### config.mk
export PLATFORM = sky130hd
export DESIGN_NAME = batch_ring_buffer_with_stats
export DESIGN_NICKNAME = d
export VERILOG_FILES = /design/src/hw/rtl/brb_pkg.sv /design/src/hw/rtl/brb_ram.sv /design/src/hw/rtl/batch_ring_buffer_with_stats.sv
export SDC_FILE = /design/constraint.sdc
export NUM_CORES = 2
export LEC_CHECK = 0
export ABC_CLOCK_PERIOD_IN_PS = 6900
export BUFFER_PORTS_ARGS = -buffer_cell sky130_fd_sc_hd__clkbuf_2
export CAP_MARGIN = 10
export CORE_ASPECT_RATIO = 1.2
export CORE_MARGIN = 5
export CORE_UTILIZATION = 25
export CTS_CLUSTER_SIZE = 40
export DETAILED_ROUTE_END_ITERATION = 8
export PLACE_DENSITY = 0.36
export REMOVE_ABC_BUFFERS = 1
export SLEW_MARGIN = 20
export SYNTH_ARGS = -nofsm -noshare
export SYNTH_HDL_FRONTEND = slang
export SYNTH_SLANG_ARGS = --single-unit
### constraint.sdc
create_clock -name clk -period 6.9 [get_ports clk]
set_input_delay 0.345 -clock clk [delete_from_list [all_inputs] [get_ports clk]]
set_output_delay 0.345 -clock clk [all_outputs]
set_load 0.05 [all_outputs]
### src/hw/rtl/brb_pkg.sv
// Shared types and codes for the batch ring buffer with statistics.
// Holds the transfer payload structs, status and kind codes and counter indexes.
// No dependencies.
`default_nettype none

package brb_pkg;

  typedef enum logic [1:0] {
    KIND_PUSH = 2'd0,
    KIND_DEQ  = 2'd1,
    KIND_STAT = 2'd2
  } brb_kind_t;

  typedef enum logic [1:0] {
    STAT_OK    = 2'd0,
    STAT_FULL  = 2'd1,
    STAT_EMPTY = 2'd2,
    STAT_INVAL = 2'd3
  } brb_status_t;

  typedef enum logic {
    ST_IDLE,
    ST_DEQ
  } brb_state_t;

  localparam int unsigned NUM_STATS    = 9;
  localparam int unsigned CNT_ENQ      = 0;
  localparam int unsigned CNT_DEQ      = 1;
  localparam int unsigned CNT_EMPTY    = 2;
  localparam int unsigned CNT_FULL     = 3;
  localparam int unsigned CNT_INVAL    = 4;
  localparam int unsigned CNT_SPLIT_WR = 5;
  localparam int unsigned CNT_WR       = 6;
  localparam int unsigned CNT_SPLIT_RD = 7;
  localparam int unsigned CNT_RD       = 8;

  typedef struct packed {
    logic [1:0]  kind;
    logic [31:0] push_data;
    logic        batch_last;
    logic [6:0]  request_count;
    logic [3:0]  counter_index;
  } brb_in_t;

  typedef struct packed {
    logic [1:0]  status;
    logic [5:0]  done_count;
    logic [31:0] pop_data;
    logic        element_valid;
    logic        run_last;
    logic [31:0] counter_value;
    logic [5:0]  free_slots;
    logic [5:0]  filled_slots;
  } brb_out_t;

endpackage

`default_nettype wire

### src/hw/rtl/brb_ram.sv
// Generic single-port-write, single-port-read RAM with a registered read.
// Read data holds while no read is issued. No dependencies.
`default_nettype none

module brb_ram #(
  parameter int unsigned WIDTH = 32,
  parameter int unsigned DEPTH = 64
) (
  input  wire logic                     clk,
  input  wire logic                     we,
  input  wire logic [$clog2(DEPTH)-1:0] waddr,
  input  wire logic [WIDTH-1:0]         wdata,
  input  wire logic                     re,
  input  wire logic [$clog2(DEPTH)-1:0] raddr,
  output logic      [WIDTH-1:0]         rdata
);

  logic [WIDTH-1:0] mem [DEPTH];

  always_ff @(posedge clk) begin
    if (we) begin
      mem[waddr] <= wdata;
    end
    if (re) begin
      rdata <= mem[raddr];
    end
  end

endmodule

`default_nettype wire

### src/hw/rtl/batch_ring_buffer_with_stats.sv
// Top level of the batch ring buffer with saturating statistics counters.
// Depends on brb_pkg and brb_ram.
//
// Usage:
// The input channel (in_valid, in_stall, in_data) carries push elements, dequeue
// requests and counter reads. The result channel (out_valid, out_stall, out_data)
// returns one transfer per result. A run of push items forms a batch; only the
// item marked batch_last gives a result, registered in the cycle after it is accepted.
// Push items and counter reads are taken at one per cycle while no dequeue run
// is in progress and the result register is free or draining. A dequeue of n
// elements reads the ring memory one element per cycle while the receiver does
// not stall: the request loads the read pointer and the run count, then each read
// fills the RAM read data and the result register together until the last element.
// Requests with a single status result give it in the cycle after they are accepted.
// When the receiver stalls, the result register holds its transfer and the
// memory read is paused, so the input is stalled as well.
// Reset clears the indexes, the open batch and all counters; the ring contents
// stay undefined until written.
`default_nettype none

module batch_ring_buffer_with_stats #(
  parameter int unsigned SLOTS        = 64,
  parameter int unsigned ELEMENT_BITS = 32,
  parameter int unsigned COUNTER_BITS = 32
) (
  input  wire logic             clk,
  input  wire logic             rst_n,
  input  wire logic             in_valid,
  output logic                  in_stall,
  input  wire brb_pkg::brb_in_t in_data,
  output logic                  out_valid,
  input  wire logic             out_stall,
  output brb_pkg::brb_out_t     out_data
);

  import brb_pkg::*;

  localparam int unsigned IDXW = $clog2(SLOTS);
  localparam int unsigned IW1  = IDXW + 1;
  localparam int unsigned RW   = IDXW + 8;
  localparam int unsigned CW1  = COUNTER_BITS + 1;
  localparam logic [IDXW:0] SLOTS_W = IW1'(SLOTS);
  localparam logic [COUNTER_BITS:0] CNT_TOP = {1'b0, {COUNTER_BITS{1'b1}}};

  brb_state_t state_r, state_nxt;

  logic [IDXW-1:0] rd_r, rd_nxt;
  logic [IDXW-1:0] wr_r, wr_nxt;
  logic [IDXW-1:0] stg_r, stg_nxt;
  logic [IDXW-1:0] acc_r, acc_nxt;
  logic            open_r, open_nxt;
  logic            refused_r, refused_nxt;
  logic [IDXW-1:0] rem_r, rem_nxt;
  logic [IDXW-1:0] rptr_r, rptr_nxt;

  logic                    out_valid_r, out_valid_nxt;
  logic                    elem_r, elem_nxt;
  brb_out_t                meta_r, meta_nxt;

  logic [COUNTER_BITS-1:0] cnt_r   [NUM_STATS];
  logic [COUNTER_BITS-1:0] cnt_nxt [NUM_STATS];
  logic [COUNTER_BITS:0]   cnt_sum [NUM_STATS];
  logic [IDXW-1:0]         cnt_amt [NUM_STATS];
  logic [COUNTER_BITS-1:0] cnt_sel;

  logic                    in_acc;
  logic                    ram_re;
  logic                    ram_we;
  logic [IDXW-1:0]         ram_waddr;
  logic [ELEMENT_BITS-1:0] ram_wdata;
  logic [ELEMENT_BITS-1:0] ram_rdata;

  logic                    res_valid;
  logic                    deq_start;
  brb_out_t                res_meta;
  logic                    b_refused;
  logic                    b_store;
  logic [IDXW-1:0]         b_stg;
  logic [IDXW-1:0]         b_acc;
  logic [IDXW-1:0]         b_n;
  logic [IDXW-1:0]         d_filled;
  logic [IDXW-1:0]         d_n;
  logic [IDXW-1:0]         filled_post;

  brb_ram #(
    .WIDTH (ELEMENT_BITS),
    .DEPTH (SLOTS)
  ) u_ring (
    .clk   (clk),
    .we    (ram_we),
    .waddr (ram_waddr),
    .wdata (ram_wdata),
    .re    (ram_re),
    .raddr (rptr_r),
    .rdata (ram_rdata)
  );

  // Next state.
  always_comb begin
    state_nxt = state_r;
    case (state_r)
      ST_IDLE: begin
        if (deq_start) begin
          state_nxt = ST_DEQ;
        end
      end
      ST_DEQ: begin
        if (ram_re && (rem_r == IDXW'(1))) begin
          state_nxt = ST_IDLE;
        end
      end
      default: state_nxt = ST_IDLE;
    endcase
  end

  // State outputs.
  always_comb begin
    in_stall = 1'b1;
    ram_re   = 1'b0;
    case (state_r)
      ST_IDLE: begin
        in_stall = out_valid_r && out_stall;
      end
      ST_DEQ: begin
        ram_re = !out_valid_r || !out_stall;
      end
      default: begin
        in_stall = 1'b1;
        ram_re   = 1'b0;
      end
    endcase
  end

  assign in_acc = in_valid && !in_stall;

  always_comb begin
    cnt_sel = '0;
    for (int i = 0; i < NUM_STATS; i++) begin
      if (in_data.counter_index == 4'(i)) begin
        cnt_sel = cnt_r[i];
      end
    end
  end

  // Item processing on an accepted input transfer.
  always_comb begin
    rd_nxt      = rd_r;
    wr_nxt      = wr_r;
    stg_nxt     = stg_r;
    acc_nxt     = acc_r;
    open_nxt    = open_r;
    refused_nxt = refused_r;
    ram_we      = 1'b0;
    ram_wdata   = ELEMENT_BITS'(in_data.push_data);
    res_valid   = 1'b0;
    deq_start   = 1'b0;
    res_meta    = '0;
    for (int i = 0; i < NUM_STATS; i++) begin
      cnt_amt[i] = '0;
    end

    b_refused = open_r ? refused_r : ((wr_r + IDXW'(1)) == rd_r);
    b_stg     = open_r ? stg_r : wr_r;
    b_acc     = open_r ? acc_r : '0;
    b_store   = !b_refused && ((b_stg + IDXW'(1)) != rd_r);
    b_n       = b_store ? (b_acc + IDXW'(1)) : b_acc;
    ram_waddr = b_stg;

    d_filled = wr_r - rd_r;
    d_n      = (RW'(in_data.request_count) < RW'(d_filled)) ?
               IDXW'(in_data.request_count) : d_filled;

    if (in_acc) begin
      case (in_data.kind)
        KIND_PUSH: begin
          ram_we  = b_store;
          stg_nxt = b_store ? (b_stg + IDXW'(1)) : b_stg;
          acc_nxt = b_n;
          if (!in_data.batch_last) begin
            open_nxt    = 1'b1;
            refused_nxt = b_refused;
          end else begin
            open_nxt    = 1'b0;
            refused_nxt = 1'b0;
            acc_nxt     = '0;
            res_valid   = 1'b1;
            if (b_refused) begin
              cnt_amt[CNT_FULL] = IDXW'(1);
              res_meta.status   = STAT_FULL;
            end else begin
              if (({1'b0, wr_r} + {1'b0, b_n}) > SLOTS_W) begin
                cnt_amt[CNT_SPLIT_WR] = IDXW'(1);
              end else begin
                cnt_amt[CNT_WR] = IDXW'(1);
              end
              cnt_amt[CNT_ENQ]    = b_n;
              wr_nxt              = stg_nxt;
              res_meta.status     = STAT_OK;
              res_meta.done_count = 6'(b_n);
            end
          end
        end
        KIND_DEQ: begin
          if (RW'(in_data.request_count) > RW'(SLOTS)) begin
            cnt_amt[CNT_INVAL] = IDXW'(1);
            res_valid          = 1'b1;
            res_meta.status    = STAT_INVAL;
          end else if (d_filled == '0) begin
            cnt_amt[CNT_EMPTY] = IDXW'(1);
            res_valid          = 1'b1;
            res_meta.status    = STAT_EMPTY;
          end else begin
            if (({1'b0, rd_r} + {1'b0, d_n}) > SLOTS_W) begin
              cnt_amt[CNT_SPLIT_RD] = IDXW'(1);
            end else begin
              cnt_amt[CNT_RD] = IDXW'(1);
            end
            cnt_amt[CNT_DEQ]    = d_n;
            rd_nxt              = rd_r + d_n;
            res_meta.status     = STAT_OK;
            res_meta.done_count = 6'(d_n);
            if (d_n == '0) begin
              res_valid = 1'b1;
            end else begin
              deq_start = 1'b1;
            end
          end
        end
        KIND_STAT: begin
          res_valid = 1'b1;
          if (in_data.counter_index < 4'(NUM_STATS)) begin
            res_meta.status        = STAT_OK;
            res_meta.counter_value = 32'(cnt_sel);
          end else begin
            res_meta.status = STAT_INVAL;
          end
        end
        default: begin
          res_valid       = 1'b1;
          res_meta.status = STAT_INVAL;
        end
      endcase
    end

    filled_post           = wr_nxt - rd_nxt;
    res_meta.run_last     = 1'b1;
    res_meta.filled_slots = 6'(filled_post);
    res_meta.free_slots   = 6'(~filled_post);
  end

  always_comb begin
    for (int i = 0; i < NUM_STATS; i++) begin
      cnt_sum[i] = CW1'(cnt_r[i]) + CW1'(cnt_amt[i]);
      cnt_nxt[i] = (cnt_sum[i] >= CNT_TOP) ? CNT_TOP[COUNTER_BITS-1:0]
                                           : cnt_sum[i][COUNTER_BITS-1:0];
    end
  end

  // Dequeue read sequencing and the result register.
  always_comb begin
    rem_nxt       = rem_r;
    rptr_nxt      = rptr_r;
    out_valid_nxt = out_valid_r && out_stall;
    elem_nxt      = elem_r;
    meta_nxt      = meta_r;
    if (deq_start) begin
      rem_nxt  = d_n;
      rptr_nxt = rd_r;
      meta_nxt = res_meta;
    end
    if (res_valid) begin
      out_valid_nxt = 1'b1;
      elem_nxt      = 1'b0;
      meta_nxt      = res_meta;
    end
    if (ram_re) begin
      rem_nxt           = rem_r - IDXW'(1);
      rptr_nxt          = rptr_r + IDXW'(1);
      out_valid_nxt     = 1'b1;
      elem_nxt          = 1'b1;
      meta_nxt.run_last = (rem_r == IDXW'(1));
    end
  end

  always_ff @(posedge clk) begin
    if (!rst_n) begin
      state_r     <= ST_IDLE;
      rd_r        <= '0;
      wr_r        <= '0;
      stg_r       <= '0;
      acc_r       <= '0;
      open_r      <= 1'b0;
      refused_r   <= 1'b0;
      rem_r       <= '0;
      rptr_r      <= '0;
      out_valid_r <= 1'b0;
      elem_r      <= 1'b0;
      for (int i = 0; i < NUM_STATS; i++) begin
        cnt_r[i] <= '0;
      end
    end else begin
      state_r     <= state_nxt;
      rd_r        <= rd_nxt;
      wr_r        <= wr_nxt;
      stg_r       <= stg_nxt;
      acc_r       <= acc_nxt;
      open_r      <= open_nxt;
      refused_r   <= refused_nxt;
      rem_r       <= rem_nxt;
      rptr_r      <= rptr_nxt;
      out_valid_r <= out_valid_nxt;
      elem_r      <= elem_nxt;
      for (int i = 0; i < NUM_STATS; i++) begin
        cnt_r[i] <= cnt_nxt[i];
      end
    end
  end

  always_ff @(posedge clk) begin
    meta_r <= meta_nxt;
  end

  assign out_valid = out_valid_r;

  always_comb begin
    out_data = meta_r;
    if (elem_r) begin
      out_data.pop_data      = 32'(ram_rdata);
      out_data.element_valid = 1'b1;
    end else begin
      out_data.pop_data      = '0;
      out_data.element_valid = 1'b0;
    end
  end

`ifndef NO_ASSERTIONS
  a_read_has_work: assert property (@(posedge clk) disable iff (!rst_n)
    ram_re |-> (rem_r != '0))
    else $error("ring read issued with no elements left in the run");

  a_last_read_ends_run: assert property (@(posedge clk) disable iff (!rst_n)
    (ram_re && (rem_r == IDXW'(1))) |=>
      ((state_r == ST_IDLE) && out_valid_r && out_data.run_last))
    else $error("final element did not close the dequeue run");

  a_refused_in_batch: assert property (@(posedge clk) disable iff (!rst_n)
    refused_r |-> open_r)
    else $error("refused flag set outside an open batch");

  a_no_input_during_run: assert property (@(posedge clk) disable iff (!rst_n)
    (state_r == ST_DEQ) |-> !ram_we)
    else $error("ring written during a dequeue run");
`endif

endmodule

`default_nettype wire

==> results.md <==
- CP most frequent cell: ha_4
- Pint: 0.0252 W
- Sequential Power Share: slightly above 50%
- Pwr Density: ~270 nW/um2
- Slew Viols, Final: 0
- DRT Pass-1 Iters: 9
- Worst flop-to-flop path startpoint: wr_r[0]$_SDFF_PN0_
- Worst Path Max Fanout: 5
- Pre-CTS setup slack: -0.289 ns
- Fin crit share: a little over nine tenths
- Initial antenna violation count: 42
- RR Endpoint: cnt_r[0][260]$_SDFF_PN0_
- Vias: 53,667
- Die height: approximately 700 um
- Placer Congestion: 0.802
- Post-DP HPWL: slightly above 200 mm
- Static leakage: 36.2 nW
- Psw: between 0.006 and 0.007 W
- Total I/O pin count: approximately 140
- Relative slew slack: around a quarter
- Yosys top cell area share: between 60% and 70%
- Wire per inst: 30.5 um
- Comb power frac: 1.9%
- Finish-stage setup viols: 0
- Min cycle time layout: around 6.6 ns
- FFs w/ async S/R, synth: 0%
- Cell Area, Placed: roughly 110,000 um2
- Number of synthesized flops with an enable pin: 2,133
- Die Width: between 500 and 600 um
- Primary FF master, synth: edfxtp_1
- Dominant cell type by area after synthesis: edfxtp_1
- Final Hold Vio Count: 0
- Setup Skew: roughly 0.047 ns
- Area of the mapped netlist: between 90,000 and 100,000 um2
- Critical path endpoint: cnt_r[0][260]$_SDFF_PN0_
- Rows: approximately 250
- Outcome: finished, final reports clean
- Fmax: 0.151 GHz
- Largest cells by area after synthesis: edfxtp_1 65%, mux4_2 15%, dfxtp_1 6.6%, xor2_1 1.5%, a21oi_1 1.4%
- Switching part of the total power: a little over a fifth
- Synthesized area per cell: around 18 um2
- Initial core utilization: roughly 25%
- Vias in the first global route: between 50,000 and 60,000
- Initial DRC count: approximately 4,800
- Flop-to-flop setup slack: approximately 0.3 ns
- Max VDD drop: 174 uV
- Synth Register Bits: ~2,500
- Post-route ant nets: 0
- Crit path DAT: 7.41 ns
- Port buffer count: ~140
- Crit path launch type: flip-flop
- TritonCTS buffer count: 291
- WP data required: 7.71 ns
- DRC viols: 0
- CTS clk-pin slew, worst paths: ~0.060 ns
- Deepest clock path buffer count: 4
- Syn Inst Count: around 5,400
- Gr ovfl total: 0
- Overall routed net length: between 300 and 400 mm
- Worst Tran Pin Value: approximately 1.1 ns
- Distinct cells, synth: 75
- Clk sink count: roughly 2,500
- Setup Crit Path Kind: flip-flop to flip-flop
- Post-synth top cells: 2,133 x edfxtp_1, 672 x mux4_2, 329 x dfxtp_1
- Fill cells: roughly 39,000
- Hold Crit Class: primary input to flip-flop
- Setup TNS: 0 ns
- Top-count cell post-synth: edfxtp_1
- Root buffer cell: clkbuf_16
- Area grow syn2layout: 19.5%
- Min setup slack post-route: 0.299 ns
- Largest net degree at the start of global routing: 101
- Clock network power share: between 40% and 50%
- CP endpoint kind: flip-flop
- Slowest-stage cell, CP: or4b_4
- Clock latency on the worst-skew pair: slightly above 0.9 ns
- Post-route design area: 118,000 um2
- Total Die Area: a little over 400,000 um2
- Share of cells above drive strength 1: a little over a quarter
- Post-synthesis sequential area ratio: between 70 and 80%
- Total track usage: between 10% and 20%
- Synthesis warning total: 0
- H-tree Lvls: 5
- CTS tree: yes
- Crit. Startpoint: wr_r[0]$_SDFF_PN0_
- R2r worst-path depth: 38
- First-pass GRT wire length: 472 mm
- Core Area: between 300,000 and 400,000 um2
- Max Cap Viol: 0
- CP max stage delay: about 0.56 ns
- Fin nets: between 5,000 and 6,000
- Vias per cell: around 4.8
-- registers in the layout (all words and copies together), names as in the netlist --
register and flops:
u_ring.mem 2048, cnt_r 288, out_data 53, u_ring.rdata 32, acc_r 6, rd_r 6
rem_r 6, rptr_r 6, stg_r 6, wr_r 6, elem_r 1, open_r 1
out_valid 1, refused_r 1, state_r 1
-- metal layers --
layer	track usage (%)	part of all wire, %
met1	21.6	43
met2	29.1	51
met5	0	0.016
met4	3.37	2.2
met3	2.27	4.2
-- through the flow --
step	util, %	power [W]	std cells	hold WS (ns)
after CTS	29.9	0.0325	11273	0.00670
after global routing	30.0	0.0332	11285	0.0669
after detailed placement	27.5	0.0171	10747	0.450
after floorplan	-	0.0168	5099	0.432
final	30.0	0.0320	11287	0.0736
after global placement	27.4	0.0171	10742	0.446
-- cell type report --
type                            instances  area, um2  share of cell area, %
Antenna cell                            3       7.51                0.00634
Clock buffer                          360       7590                   6.41
Clock inverter                        153       1680                   1.42
Inverter                               69        268                  0.226
Multi-Input combinational cell       2568      27800                   23.5
Sequential cell                      2462      70700                   59.7
Tap cell                             5227       6540                   5.53
Timing Repair Buffer                  445       3770                   3.19
-- worst max-delay path: cells and delay by family (launching register included) --
| family | cells | cell delay [ns] |
|---|---|---|
| AND/OR/NAND/NOR | 6 | 1.50 |
| adder cells (fa/ha/maj) | 7 | 1.47 |
| AO/OA/AOI/OAI | 10 | 1.38 |
| buffers and inverters | 11 | 1.17 |
| XOR/XNOR | 3 | 0.48 |
| flip-flops | 1 | 0.32 |
| multiplexers | 1 | 0.22 |
-- logic make-up (layout without fill, tap and decap cells) --
group	after synthesis	count (layout)	share of synthesized area (%)
DFF	2462	2462	71.3
and+or+nand+nor	908	908	4.52
muxes	698	698	15.6
AOI/OAI and AO/OA	607	607	3.76
buffers and inverters	357	1027	1.42
xor gates and xnor gates	292	292	2.59
adders and majority gates	63	63	0.841
other	0	3	0
-- placed cells by master, fill, tap and decap left out, types with 34 or more instances in the layout --
| master | count |
|---|---|
| clkbuf_2 | 123 |
| dfxtp_1 | 320 |
| a222oi_1 | 34 |
| inv_1 | 64 |
| clkbuf_1 | 64 |
| nor2_4 | 67 |
| xnor2_1 | 116 |
| and2_1 | 52 |
| o21ai_0 | 107 |
| and3_1 | 54 |
| nor2_1 | 153 |
| clkinv_2 | 44 |
| clkbuf_16 | 293 |
| clkinv_1 | 51 |
| a31oi_1 | 38 |
| buf_4 | 240 |
| a22oi_1 | 62 |
| buf_12 | 48 |
| edfxtp_1 | 2133 |
| nand3_1 | 152 |
| nand2_1 | 216 |
| mux4_2 | 672 |
| xor2_1 | 170 |
| ha_1 | 48 |
| nor3_1 | 34 |
| nand4_1 | 56 |
| a21oi_1 | 267 |
-- how the worst min path moves through the flow --
| stage | end | startpoint | cells past startpoint | slack (ns) |
|---|---|---|---|---|
| after detailed placement | acc_r[0]$_SDFFE_PN0P_ | acc_r[0]$_SDFFE_PN0P_ | 2 | 0.45 |
| after global routing | u_ring.mem[51][23]$_DFFE_PP_ | in_data[35] | 2 | 0.07 |
| after CTS | u_ring.mem[42][23]$_DFFE_PP_ | in_data[35] | 2 | 0.007 |
| after floorplan | acc_r[0]$_SDFFE_PN0P_ | acc_r[0]$_SDFFE_PN0P_ | 2 | 0.43 |
| final | u_ring.mem[27][6]$_DFFE_PP_ | in_data[18] | 2 | 0.07 |
| after global placement | acc_r[0]$_SDFFE_PN0P_ | acc_r[0]$_SDFFE_PN0P_ | 2 | 0.45 |
-- power by group through the flow --
stage                     registers [W]  logic, W  clock network (W)
after floorplan                  0.0166  0.000207                  0
after CTS                        0.0162  0.000602             0.0157
after detailed placement         0.0165  0.000593                  0
final                            0.0162  0.000593             0.0152
after global routing             0.0162  0.000640             0.0164
after global placement           0.0165  0.000578                  0
-- what timing repair did --
action / 4_1_cts / 5_1_grt
endpoints found under the setup margin: 32 / 26
gates resized for setup: 15 / 46
endpoints found under the hold margin: 28 / 87
pin swaps: 8 / 26
cloned: 0 / 3
buffers inserted: 3 / 5
hold buffers: 10 / 3
Power figures use the tool's default switching activity.
